$ cat src/rtl/core/icwt_pkg.sv
package icwt_pkg;

  localparam int DEFAULT_SLOT_COUNT = 16;

  localparam int BYTE_W = 32;
  localparam int REQ_W = 16;
  localparam int GLOBAL_W = 36;
  localparam int SLOT_W = 4;
  localparam int OPCODE_W = 3;
  localparam int ENTRY_W = REQ_W + BYTE_W;

  localparam int CFG_INDEX_W = 2;
  localparam int CFG_DATA_W = 32;

  localparam logic [CFG_INDEX_W-1:0] CFG_CONN_BYTE_LIMIT = 2'd0;
  localparam logic [CFG_INDEX_W-1:0] CFG_TOTAL_BYTE_LIMIT = 2'd1;
  localparam logic [CFG_INDEX_W-1:0] CFG_CONN_REQUEST_LIMIT = 2'd2;

  localparam logic [BYTE_W-1:0] CONN_BYTE_LIMIT_RESET = 32'd65536;
  localparam logic [BYTE_W-1:0] TOTAL_BYTE_LIMIT_RESET = 32'd0;
  localparam logic [REQ_W-1:0] CONN_REQUEST_LIMIT_RESET = 16'd64;

  typedef enum logic [OPCODE_W-1:0] {
    OP_RESERVE       = 3'd0,
    OP_RELEASE_BYTES = 3'd1,
    OP_ACCOUNT       = 3'd2,
    OP_COUNT_ONLY    = 3'd3,
    OP_RELEASE_REQ   = 3'd4,
    OP_CHECK_PAUSE   = 3'd5,
    OP_CLOSE         = 3'd6,
    OP_OPEN          = 3'd7
  } opcode_t;

  function automatic int addr_width(input int depth);
    addr_width = (depth > 1) ? $clog2(depth) : 1;
  endfunction

endpackage

$ cat src/rtl/core/icwt_ram.sv
module icwt_ram #(
  parameter int WIDTH = icwt_pkg::ENTRY_W,
  parameter int DEPTH = icwt_pkg::DEFAULT_SLOT_COUNT
) (
  input  logic                                      clk,
  input  logic                                      we,
  input  logic [icwt_pkg::addr_width(DEPTH)-1:0]    waddr,
  input  logic [WIDTH-1:0]                          wdata,
  input  logic [icwt_pkg::addr_width(DEPTH)-1:0]    raddr,
  output logic [WIDTH-1:0]                          rdata
);
  import icwt_pkg::*;

  logic [WIDTH-1:0] mem [DEPTH];

  always_ff @(posedge clk) begin
    if (we) begin
      mem[waddr] <= wdata;
    end
    rdata <= mem[raddr];
  end

endmodule

$ cat src/rtl/core/inflight_credit_watermark_tracker.sv
// In-flight credit tracker with high and low watermark flow control. A command is
// taken when start is high and busy is low. Every command produces at least one
// result, shown for exactly one cycle with result_strobe high; the receiver cannot
// stall, so each result must be captured in the cycle it appears. A command to a
// slot outside the configured slot count is answered straight from idle. Count-only,
// check-pause, close, open, a zero-byte reserve and a zero-byte release of bytes end
// after the execute step; any other reserve and account add the global step; any other
// release adds the global step and a resume scan, of the released slot alone when the
// global limit is 0 and of the first min(SLOT_COUNT, 16) slots otherwise. The steps
// follow from the single read port of the per-slot counter memory, which the resume
// scan visits one slot at a time, and the one adder, used for slot then global counter.
module inflight_credit_watermark_tracker #(
  parameter int SLOT_COUNT = icwt_pkg::DEFAULT_SLOT_COUNT
) (
  input  logic                              clk,
  input  logic                              rst,
  input  logic                              cfg_write,
  input  logic [icwt_pkg::CFG_INDEX_W-1:0]  cfg_index,
  input  logic [icwt_pkg::CFG_DATA_W-1:0]   cfg_data,
  input  logic                              start,
  output logic                              busy,
  input  logic [icwt_pkg::OPCODE_W-1:0]     opcode,
  input  logic [icwt_pkg::SLOT_W-1:0]       slot,
  input  logic [icwt_pkg::BYTE_W-1:0]       byte_count,
  output logic                              result_strobe,
  output logic                              outcome,
  output logic                              resumed_valid,
  output logic [icwt_pkg::SLOT_W-1:0]       resumed_slot,
  output logic                              last
);
  import icwt_pkg::*;

  localparam int AW = addr_width(SLOT_COUNT);
  localparam int SCAN_N = (SLOT_COUNT < 16) ? SLOT_COUNT : 16;
  localparam logic [AW-1:0] SCAN_LAST = AW'(SCAN_N - 1);

  typedef enum logic [5:0] {
    ST_IDLE     = 6'b000001,
    ST_EXEC     = 6'b000010,
    ST_GLOB     = 6'b000100,
    ST_SCAN_RD  = 6'b001000,
    ST_SCAN_CHK = 6'b010000,
    ST_SCAN_FIN = 6'b100000
  } state_t;

  state_t state;

  logic [BYTE_W-1:0]   conn_byte_limit;
  logic [BYTE_W-1:0]   total_byte_limit;
  logic [REQ_W-1:0]    conn_request_limit;

  logic [GLOBAL_W-1:0] inflight_total;
  logic [SLOT_COUNT-1:0] slot_paused;
  logic [SLOT_COUNT-1:0] slot_closing;
  logic [SLOT_COUNT-1:0] slot_open;
  logic [SLOT_COUNT-1:0] entry_valid;

  opcode_t             op_q;
  logic [AW-1:0]       slot_q;
  logic [BYTE_W-1:0]   count_q;
  logic [BYTE_W-1:0]   tmp_bytes;
  logic [REQ_W-1:0]    tmp_req;
  logic                slot_ok;

  logic [AW-1:0]       scan_idx;
  logic [AW-1:0]       scan_end;
  logic                pend_valid;
  logic [AW-1:0]       pend_slot;

  logic                in_range;
  logic                accept;
  logic [AW-1:0]       ram_raddr;
  logic                ram_we;
  logic [ENTRY_W-1:0]  ram_wdata;
  logic [ENTRY_W-1:0]  ram_rdata;
  logic                rd_valid;

  logic [BYTE_W-1:0]   cur_bytes;
  logic [REQ_W-1:0]    cur_req;
  logic [REQ_W-1:0]    req_inc;
  logic [REQ_W-1:0]    req_dec;

  logic [GLOBAL_W-1:0] unit_a;
  logic                unit_sub;
  logic [GLOBAL_W:0]   unit_sum;
  logic [GLOBAL_W-1:0] unit_sat;

  logic                reserve_ok;
  logic                global_ok;
  logic                above;
  logic                resume;

  assign busy = (state != ST_IDLE);
  assign accept = start && !busy;
  assign in_range = (int'(slot) < SLOT_COUNT);

  assign cur_bytes = rd_valid ? ram_rdata[BYTE_W-1:0] : '0;
  assign cur_req = rd_valid ? ram_rdata[ENTRY_W-1:BYTE_W] : '0;
  assign req_inc = cur_req + REQ_W'(1);
  assign req_dec = (cur_req == '0) ? '0 : cur_req - REQ_W'(1);

  // The shared adder works on the slot byte counter in the execute step and
  // on the global byte counter in the step after it.
  always_comb begin
    unit_a = (state == ST_GLOB) ? inflight_total : GLOBAL_W'(cur_bytes);
    unit_sub = (op_q == OP_RELEASE_BYTES) || (op_q == OP_RELEASE_REQ);
    if (unit_sub) begin
      unit_sum = {1'b0, unit_a} - (GLOBAL_W + 1)'(count_q);
    end else begin
      unit_sum = {1'b0, unit_a} + (GLOBAL_W + 1)'(count_q);
    end
    unit_sat = unit_sum[GLOBAL_W] ? '0 : unit_sum[GLOBAL_W-1:0];
  end

  assign reserve_ok = slot_ok && (unit_sum <= (GLOBAL_W + 1)'(total_byte_limit));

  assign above = ((total_byte_limit != '0) && (inflight_total >= GLOBAL_W'(total_byte_limit)))
                 || (cur_req >= conn_request_limit) || (cur_bytes >= conn_byte_limit);

  assign global_ok = (total_byte_limit == '0)
                     || (inflight_total <= GLOBAL_W'(total_byte_limit[BYTE_W-1:1]));

  assign resume = slot_paused[scan_idx] && slot_open[scan_idx] && !slot_closing[scan_idx]
                  && global_ok && (cur_req <= {1'b0, conn_request_limit[REQ_W-1:1]})
                  && (cur_bytes <= {1'b0, conn_byte_limit[BYTE_W-1:1]});

  assign ram_raddr = (state == ST_IDLE) ? AW'(slot) : scan_idx;

  always_comb begin
    ram_we = 1'b0;
    ram_wdata = {cur_req, cur_bytes};
    if (state == ST_EXEC) begin
      unique case (op_q)
        OP_ACCOUNT: begin
          ram_we = 1'b1;
          ram_wdata = {req_inc, unit_sum[BYTE_W-1:0]};
        end
        OP_COUNT_ONLY: begin
          ram_we = 1'b1;
          ram_wdata = {req_inc, cur_bytes};
        end
        OP_RELEASE_BYTES: begin
          ram_we = (count_q != '0);
          ram_wdata = {cur_req, unit_sat[BYTE_W-1:0]};
        end
        OP_RELEASE_REQ: begin
          ram_we = 1'b1;
          ram_wdata = {req_dec, unit_sat[BYTE_W-1:0]};
        end
        default: begin
        end
      endcase
    end else if ((state == ST_GLOB) && (op_q == OP_RESERVE)) begin
      ram_we = reserve_ok;
      ram_wdata = {tmp_req, tmp_bytes};
    end
  end

  icwt_ram #(
    .WIDTH(ENTRY_W),
    .DEPTH(SLOT_COUNT)
  ) u_counters (
    .clk  (clk),
    .we   (ram_we),
    .waddr(slot_q),
    .wdata(ram_wdata),
    .raddr(ram_raddr),
    .rdata(ram_rdata)
  );

  always_ff @(posedge clk) begin
    if (rst) begin
      state <= ST_IDLE;
      conn_byte_limit <= CONN_BYTE_LIMIT_RESET;
      total_byte_limit <= TOTAL_BYTE_LIMIT_RESET;
      conn_request_limit <= CONN_REQUEST_LIMIT_RESET;
      inflight_total <= '0;
      slot_paused <= '0;
      slot_closing <= '0;
      slot_open <= '0;
      entry_valid <= '0;
      rd_valid <= 1'b0;
      pend_valid <= 1'b0;
      result_strobe <= 1'b0;
      outcome <= 1'b0;
      resumed_valid <= 1'b0;
      resumed_slot <= '0;
      last <= 1'b0;
    end else begin
      result_strobe <= 1'b0;

      if (cfg_write) begin
        unique case (cfg_index)
          CFG_CONN_BYTE_LIMIT: conn_byte_limit <= cfg_data;
          CFG_TOTAL_BYTE_LIMIT: total_byte_limit <= cfg_data;
          CFG_CONN_REQUEST_LIMIT: conn_request_limit <= cfg_data[REQ_W-1:0];
          default: begin
          end
        endcase
      end

      if (state == ST_IDLE) begin
        rd_valid <= in_range ? entry_valid[AW'(slot)] : 1'b0;
      end else begin
        rd_valid <= entry_valid[ram_raddr];
      end

      if (ram_we) begin
        entry_valid[slot_q] <= 1'b1;
      end

      unique case (state)
        ST_IDLE: begin
          if (accept) begin
            op_q <= opcode_t'(opcode);
            slot_q <= AW'(slot);
            count_q <= byte_count;
            if (in_range) begin
              state <= ST_EXEC;
            end else begin
              result_strobe <= 1'b1;
              outcome <= 1'b0;
              resumed_valid <= 1'b0;
              resumed_slot <= '0;
              last <= 1'b1;
            end
          end
        end

        ST_EXEC: begin
          outcome <= 1'b0;
          resumed_valid <= 1'b0;
          resumed_slot <= '0;
          last <= 1'b1;
          unique case (op_q)
            OP_RESERVE: begin
              if (count_q == '0) begin
                result_strobe <= 1'b1;
                outcome <= 1'b1;
                state <= ST_IDLE;
              end else begin
                tmp_bytes <= unit_sum[BYTE_W-1:0];
                tmp_req <= cur_req;
                slot_ok <= (unit_sum[BYTE_W:0] <= {1'b0, conn_byte_limit});
                state <= ST_GLOB;
              end
            end
            OP_RELEASE_BYTES: begin
              if (count_q == '0) begin
                result_strobe <= 1'b1;
                state <= ST_IDLE;
              end else begin
                state <= ST_GLOB;
              end
            end
            OP_ACCOUNT, OP_RELEASE_REQ: begin
              state <= ST_GLOB;
            end
            OP_COUNT_ONLY: begin
              result_strobe <= 1'b1;
              state <= ST_IDLE;
            end
            OP_CHECK_PAUSE: begin
              if (above && slot_open[slot_q]) begin
                slot_paused[slot_q] <= 1'b1;
                outcome <= 1'b1;
              end
              result_strobe <= 1'b1;
              state <= ST_IDLE;
            end
            OP_CLOSE: begin
              slot_closing[slot_q] <= 1'b1;
              result_strobe <= 1'b1;
              state <= ST_IDLE;
            end
            OP_OPEN: begin
              slot_open[slot_q] <= 1'b1;
              slot_closing[slot_q] <= 1'b0;
              slot_paused[slot_q] <= 1'b0;
              result_strobe <= 1'b1;
              state <= ST_IDLE;
            end
          endcase
        end

        ST_GLOB: begin
          outcome <= 1'b0;
          resumed_valid <= 1'b0;
          resumed_slot <= '0;
          last <= 1'b1;
          priority if (op_q == OP_RESERVE) begin
            if (reserve_ok) begin
              inflight_total <= unit_sum[GLOBAL_W-1:0];
              outcome <= 1'b1;
            end
            result_strobe <= 1'b1;
            state <= ST_IDLE;
          end else if (op_q == OP_ACCOUNT) begin
            inflight_total <= unit_sum[GLOBAL_W-1:0];
            result_strobe <= 1'b1;
            state <= ST_IDLE;
          end else begin
            inflight_total <= unit_sat;
            pend_valid <= 1'b0;
            if (total_byte_limit == '0) begin
              scan_idx <= slot_q;
              scan_end <= slot_q;
            end else begin
              scan_idx <= '0;
              scan_end <= SCAN_LAST;
            end
            state <= ST_SCAN_RD;
          end
        end

        ST_SCAN_RD: begin
          state <= ST_SCAN_CHK;
        end

        // A resumed slot is held back so that the final one can carry last.
        ST_SCAN_CHK: begin
          if (resume) begin
            slot_paused[scan_idx] <= 1'b0;
            pend_valid <= 1'b1;
            pend_slot <= scan_idx;
            if (pend_valid) begin
              result_strobe <= 1'b1;
              outcome <= 1'b0;
              resumed_valid <= 1'b1;
              resumed_slot <= SLOT_W'(pend_slot);
              last <= 1'b0;
            end
          end
          if (scan_idx == scan_end) begin
            state <= ST_SCAN_FIN;
          end else begin
            scan_idx <= scan_idx + AW'(1);
            state <= ST_SCAN_RD;
          end
        end

        ST_SCAN_FIN: begin
          result_strobe <= 1'b1;
          outcome <= 1'b0;
          resumed_valid <= pend_valid;
          resumed_slot <= pend_valid ? SLOT_W'(pend_slot) : '0;
          last <= 1'b1;
          state <= ST_IDLE;
        end

        default: begin
          state <= ST_IDLE;
        end
      endcase
    end
  end

endmodule
$ cat config.mk
export PLATFORM = sky130hd
export DESIGN_NAME = inflight_credit_watermark_tracker
export DESIGN_NICKNAME = d
export VERILOG_FILES = /design/src/rtl/core/icwt_pkg.sv /design/src/rtl/core/icwt_ram.sv /design/src/rtl/core/inflight_credit_watermark_tracker.sv
export SDC_FILE = /design/constraint.sdc
export NUM_CORES = 2
export LEC_CHECK = 0
export BUFFER_PORTS_ARGS = -buffer_cell sky130_fd_sc_hd__buf_2
export CAP_MARGIN = 20
export CORE_MARGIN = 4
export CORE_UTILIZATION = 50
export DETAILED_ROUTE_END_ITERATION = 7
export PLACE_DENSITY = 0.72
export SYNTH_ARGS = -nofsm -noshare
export SYNTH_HDL_FRONTEND = slang
export SYNTH_HIERARCHICAL = 1
export SYNTH_SLANG_ARGS = --single-unit
$ cat constraint.sdc
create_clock -name clk -period 14.5 [get_ports clk]
set_input_delay 1.45 -clock clk [delete_from_list [all_inputs] [get_ports clk]]
set_output_delay 1.45 -clock clk [all_outputs]
set_load 0.01 [all_outputs]
# Word-level counts from Yosys, hierarchy flattened
# Memories as Yosys holds them, arrays and structs flattened. A register that Yosys moved wholly into a read port is not among the register bits.
# Index checks and enable logic that the tools add are counted.
[totals]
inputBits = 77
mem_bits_rw = 768
out_inout_bits = 9
word_cells = 215
memories = 1
regBits = 296
[mem_list]
columns = ["name", "words", "word_bits", "read_ports", "rd_ports_with_merged_regs", "wr", "line_no", "source"]
rows = [
  ["u_counters.mem", 16, 48, 1, 1, 1, "icwt_ram.sv:14", "logic [WIDTH-1:0] mem [DEPTH];"],
]
[classes]
magnitude_cmp = 14
muxes = 78
n_reduce_logical = 53
add_sub_neg = 5
bitwise = 13
n_eq_ne = 26
[op_table]
columns = ["cell", "count"]
rows = [
  ["48-bit case mux with 4 select lines", 1],
  ["36-bit 2-to-1 mux", 5],
  ["48-bit 2-to-1 mux", 2],
  ["16-bit case mux with 2 select lines", 3],
  ["32-bit logical NOT", 2],
  ["16-bit 2-to-1 mux", 4],
  ["16-bit OR", 4],
  ["32-bit nonzero test", 2],
  ["16-bit AND", 3],
  ["4-bit 2-to-1 mux", 10],
  ["36-bit by 32-bit adder with 37-bit output", 1],
  ["37-bit by 32-bit less-or-equal comparator with 1-bit output", 1],
  ["37-bit 2-to-1 mux", 1],
  ["36-bit by 32-bit subtractor with 37-bit output", 1],
  ["36-bit by 32-bit greater-or-equal comparator with 1-bit output", 1],
  ["36-bit by 31-bit less-or-equal comparator with 1-bit output", 1],
  ["33-bit by 32-bit less-or-equal comparator with 1-bit output", 1],
  ["32-bit greater-or-equal comparator", 1],
  ["32-bit by 31-bit less-or-equal comparator with 1-bit output", 1],
  ["32-bit 2-to-1 mux", 1],
  ["16-bit inverter", 2],
  ["6-bit case mux with 5 select lines", 1],
  ["1-bit 2-to-1 mux", 28],
  ["1-bit binary-select mux with 4-bit select", 6],
  ["49 further kinds", 106],
]

# Depth between registers and ports, before layout
[depth]
depth_word = 10
mapped_depth = 30

# By module
# The synthesis kept the hierarchy.
[modules_own_cells]
columns = ["module", "cells_each", "n_inst", "area_each_um2"]
rows = [
  ["icwt_ram", 1242, 1, 29691.0],
  ["inflight_credit_watermark_tracker", 2868, 1, 22923.2],
]

# Least setup slack after synthesis
# No wires, ideal clock.
[synth_path]
kind = "register -> register"
start = "register count_q[8]"
end = "memory u_counters/mem[0][0] (netlist name), enable pin"
path_buffers = 1
path_stages_with_launch = 28
setup_time_ns = 0.513
slack_ns = 4.400
arrival_time_ns = 9.587
period_less_slack_ns = 10.100
path_cell_list = "edfxtp_1 or4_1 or2_2 nor2_1 nor2_1 xnor2_1 ha_1 clkbuf_1 a21oi_1 o21ai_0 a2111oi_0 a211o_1 nand2_1 a221oi_1 xor2_1 inv_1 ha_1 a21o_1 nand2_1 nand3b_1 a211o_1 nor4_1 a21oi_1 nor4_4 nand2_1 nand2_1 or3b_2 nor3_1"
[synth_via]
elab_chain_len = 8
word_cells_on_any_way = 11
cone_classes = "add/sub: 2; order compare: 1; mux: 6; reduce/logical: 2"
[synth_rtl]
columns = ["item", "line_no", "source"]
rows = [
  ["start, declared", "inflight_credit_watermark_tracker.sv:60", "logic [BYTE_W-1:0] count_q;"],
  ["start signal, assigned", "inflight_credit_watermark_tracker.sv:217", "count_q <= byte_count;"],
  ["36-bit by 32-bit adder with 37-bit output or 36-bit by 32-bit subtractor with 37-bit output (tied branches)", "inflight_credit_watermark_tracker.sv:110, inflight_credit_watermark_tracker.sv:108", ""],
  ["37-bit 2-to-1 mux *", "inflight_credit_watermark_tracker.sv:107", "if (unit_sub) begin"],
  ["net unit_sum[30]", "inflight_credit_watermark_tracker.sv:85", "logic [GLOBAL_W:0] unit_sum;"],
  ["37-bit by 32-bit less-or-equal comparator with 1-bit output *", "inflight_credit_watermark_tracker.sv:115", "assign reserve_ok = slot_ok && (unit_sum <= (GLOBAL_W + 1)'(total_byte_limit));"],
  ["1-bit logical AND *", "inflight_credit_watermark_tracker.sv:115", ""],
  ["1-bit 2-to-1 mux *", "inflight_credit_watermark_tracker.sv:153", "end else if ((state == ST_GLOB) && (op_q == OP_RESERVE)) begin"],
  ["1-bit 2-to-1 mux *", "inflight_credit_watermark_tracker.sv:132", "if (state == ST_EXEC) begin"],
  ["net ram_we", "inflight_credit_watermark_tracker.sv:73", "logic ram_we;"],
  ["1-bit 2-to-1 mux *", "icwt_ram.sv:17", "if (we) begin"],
  ["1-bit 2-to-1 mux (not written as such) *", "icwt_ram.sv:18", "mem[waddr] <= wdata;"],
  ["end, declared", "icwt_ram.sv:14", ""],
]
# Mark *: on every way through the listed nets, which the timed path passes. The rest lies on a longest branch.

# Worst setup path in the final report
[layout_path]
start = "register count_q[7]"
end = "memory u_counters/mem[15][31] (netlist name), enable pin"
# The elaborated chain is that of the path after synthesis.

==> metrics.csv <==
stage,metric,value,unit
status,status,"complete, but fails checks",
status,violations,design-rule violations,
timing,setup_tns,0,ps
detailed_routing,highest_layer,met5,
worst_setup_path,cpPeakStageDelay,880,ps
worst_setup_path,cp-end-kind,flop,
cells_and_area,area_delta_synth_final,11.5,%
timing,worst_pin_slew,1110,ps
detailed_routing,route.detailed.drc,3,
worst_setup_path,crit_top_cell,nand2_1,
timing,period_needed,9140,ps
die,die_w,332,microns
yosys,ys_ff_latch,1112,
yosys,synthesis.area,0.0526,sq mm
yosys,synth-seq-area-share,58.8,%
grt,grt_max_degree,91,
yosys,synth-edff-count,868,
yosys,synth.area.top_cells,"edfxtp_1 (50%), dfxtp_1 (9.3%), mux4_2 (8.6%)",
timing,final_max_slew_viol_count,0,
detailed_routing,wl_met3,15700,microns
power_and_ir_drop,peakVddDrop,0.130,mV
worst_setup_path,cp_slowest_cell,a2111oi_0,
cells_and_area,nNetsFinal,4545,
timing,rsz0062_at_grt,false,
cts,post_cts_resized,0,
timing,finClkSkew,38.1,ps
place,place_congestion,0.946,
detailed_routing,viasPerCell,6.30,
detailed_routing,routed_wl,148000,microns
yosys,synthCells,4110,
job,drv_cap,0,
timing,finalCritPeriodShare,63.0,%
cts,clkTransAtPathRegs,60,ps
cells_and_area,fill_cells,8294,
detailed_routing,drt_iter0_markers,4264,
yosys,synth-main-ff-cell,edfxtp_1,
yosys,ys_top_cells_by_count,"edfxtp_1 (868), nand2_1 (478), a21oi_1 (318), ha_1 (265), dfxtp_1 (244)",
timing,slew_headroom,25.9,%
detailed_routing,dr_total_vias,35700,
cts,cts_tree,done,
timing,max_freq,109,MHz
detailed_routing,drt_pre_antenna_iters,8,
cts,ctsHoldBuffers,0,
grt,grt_pass1_vias,34600,
grt,grt_antenna_before_repair,7,
place,dp_hpwl,98100,microns
worst_setup_path,critPathLaunchType,flop,
yosys,synth.avg_cell_area,12.8,sq um
worst_hold_path,holdCritPathClass,reg2reg,
die,pin_count,86,
timing,setup_ws,5360,ps
cts,root_buffer,clkbuf_16,
cells_and_area,final_cells,5675,
grt,grt_use_total,26.3,%
place,numPortBuffers,85,
place,post-place-ws,5450,ps
die,die-area,0.110,sq mm
yosys,yosysMostFrequentCell,edfxtp_1,
grt,grt-ovfl-total,0,
worst_setup_path,worstPathRequired,14820,ps
worst_setup_path,crit_arrival,9460,ps
yosys,synth_fp_nets,4453,
yosys,synth_top_area_share,49.5,%
yosys,synth_warnings,6,
detailed_routing,wl_met1,61000,microns
worst_setup_path,path_class,reg2reg,
timing,setup_viol,0,
cells_and_area,drive_above_1_share,15.3,%
grt,grt_pass1_wl,221000,microns
timing,hold_viol,0,
place,dp_cells,5466,
cts,clk_latency,710,ps
timing,holdWs,455,ps
yosys,yosysUniqueCellTypes,84,
power_and_ir_drop,p_per_area,132,mW/mm^2
yosys,synth_top_area_cell,edfxtp_1,
cts,clock-sinks,1112,
cts,ctsHtreeMaxLevel,3,
cts,cts_buffer_depth,3,
die,rows,118,
detailed_routing,wl_per_cell,26.1,microns
detailed_routing,antenna_left,0,
power_and_ir_drop,p_leak,21.3,nW
die,core,0.104,sq mm
yosys,ys_async_sr_fraction,0,%
worst_setup_path,critPathMaxFanout,32,
die,die_height,332,microns
detailed_routing,met2_length,67000,microns
power_and_ir_drop,finalPower,7.75,mW
cts,cts_buffers,109,
die,start_util,50.6,%
cts,cts_setup_buffers,0,
## area by class of cell
| class | count | area, sq um | share of cell area [%] |
|---|---|---|---|
| Inverter | 200 | 766 | 1.31 |
| Timing Repair Buffer | 199 | 1290 | 2.21 |
| Multi-Input combinational cell | 2580 | 20200 | 34.4 |
| Clock buffer | 145 | 3040 | 5.18 |
| Antenna cell | 2 | 5.00 | 0.00853 |
| Tap cell | 1380 | 1730 | 2.94 |
| Sequential cell | 1112 | 31000 | 52.8 |
| Clock inverter | 57 | 679 | 1.16 |
## metal layers
layer / global-route usage, % / up-vias
met4: 8.00 / 2
met5: 0 / -
met1: 38.3 / 17700
met3: 5.68 / 237
met2: 40.2 / 1824
li1: - / 15900
## final timing paths
path                               startpoint                          endpoint  slack, ps  cells after the start
min          conn_byte_limit[19]$_SDFFE_PP0P_  conn_byte_limit[19]$_SDFFE_PP0P_        460                      2
max                      count_q[7]$_DFFE_PP_  u_counters/mem[15][31]$_DFFE_PP_       5360                     28
min reg2reg  conn_byte_limit[19]$_SDFFE_PP0P_  conn_byte_limit[19]$_SDFFE_PP0P_        460                      2
max reg2reg              count_q[7]$_DFFE_PP_  u_counters/mem[15][31]$_DFFE_PP_       5360                     28
## per-stage QoR
stage / utilization, % / area (sq um)
2_1_floorplan: - / 52600
3_3_place_gp: 52.8 / 54900
3_5_place_dp: 52.8 / 54900
4_1_cts: 56.4 / 58600
5_1_grt: 56.4 / 58600
6_report: 56.4 / 58600
## kinds of logic after synthesis
group,count (synthesis),synth area share (%)
AO/OA/AOI/OAI,931,11.5
XOR/XNOR,77,1.28
adder cells (fa/ha/maj),266,6.34
buffers and inverters,418,3.20
flip-flops,1112,58.8
multiplexers,246,9.51
AND/OR/NAND/NOR,1060,9.35
## power breakdown
group | internal [mW] | leakage (nW) | switching (mW)
Sequential | 3.53 | 9.99 | 0.0477
Clock | 1.69 | 1.82 | 1.24
Combinational | 0.446 | 9.48 | 0.789
## sequential cells by signal (all words and copies together) (netlist names), 32 cells and up, named ones only
signal            flops
total_byte_limit     32
count_q              32
inflight_total       36
u_counters/mem      768
conn_byte_limit      32
u_counters/rdata     48
tmp_bytes            32
## worst max-delay path: cells and delay by family, from the launching register on
family | cells | cell delay [ps]
adder cells (fa/ha/maj) | 2 | 710
AND/OR/NAND/NOR | 13 | 3570
buffers and inverters | 3 | 1020
AO/OA/AOI/OAI | 8 | 2500
flip-flops | 1 | 460
XOR/XNOR | 2 | 490
## placed cells by master, fill, tap and decap left out, types with 13 or more instances in the layout
cell type and n:
a2111oi_0 20, a211oi_1 25, a21o_1 74, a21oi_1 317, a22oi_1 98, a311oi_1 18
a31oi_1 25, and3_1 14, and4_1 15, buf_2 84, buf_4 112, clkbuf_1 22
clkbuf_16 112, clkinv_2 19, dfxtp_1 243, edfxtp_1 868, ha_1 265, inv_1 197
mux2i_1 35, mux4_2 202, nand2_1 478, nand2b_1 21, nand3_1 64, nand4_1 52
nor2_1 178, nor2_4 14, nor2b_1 33, nor3_1 84, nor4_1 18, o211ai_1 24
o21a_1 16, o21ai_0 139, o221ai_1 13, o22ai_1 35, o31ai_1 16, or3_1 16
xnor2_1 45, xor2_1 32
Power figures use the tool's default switching activity.
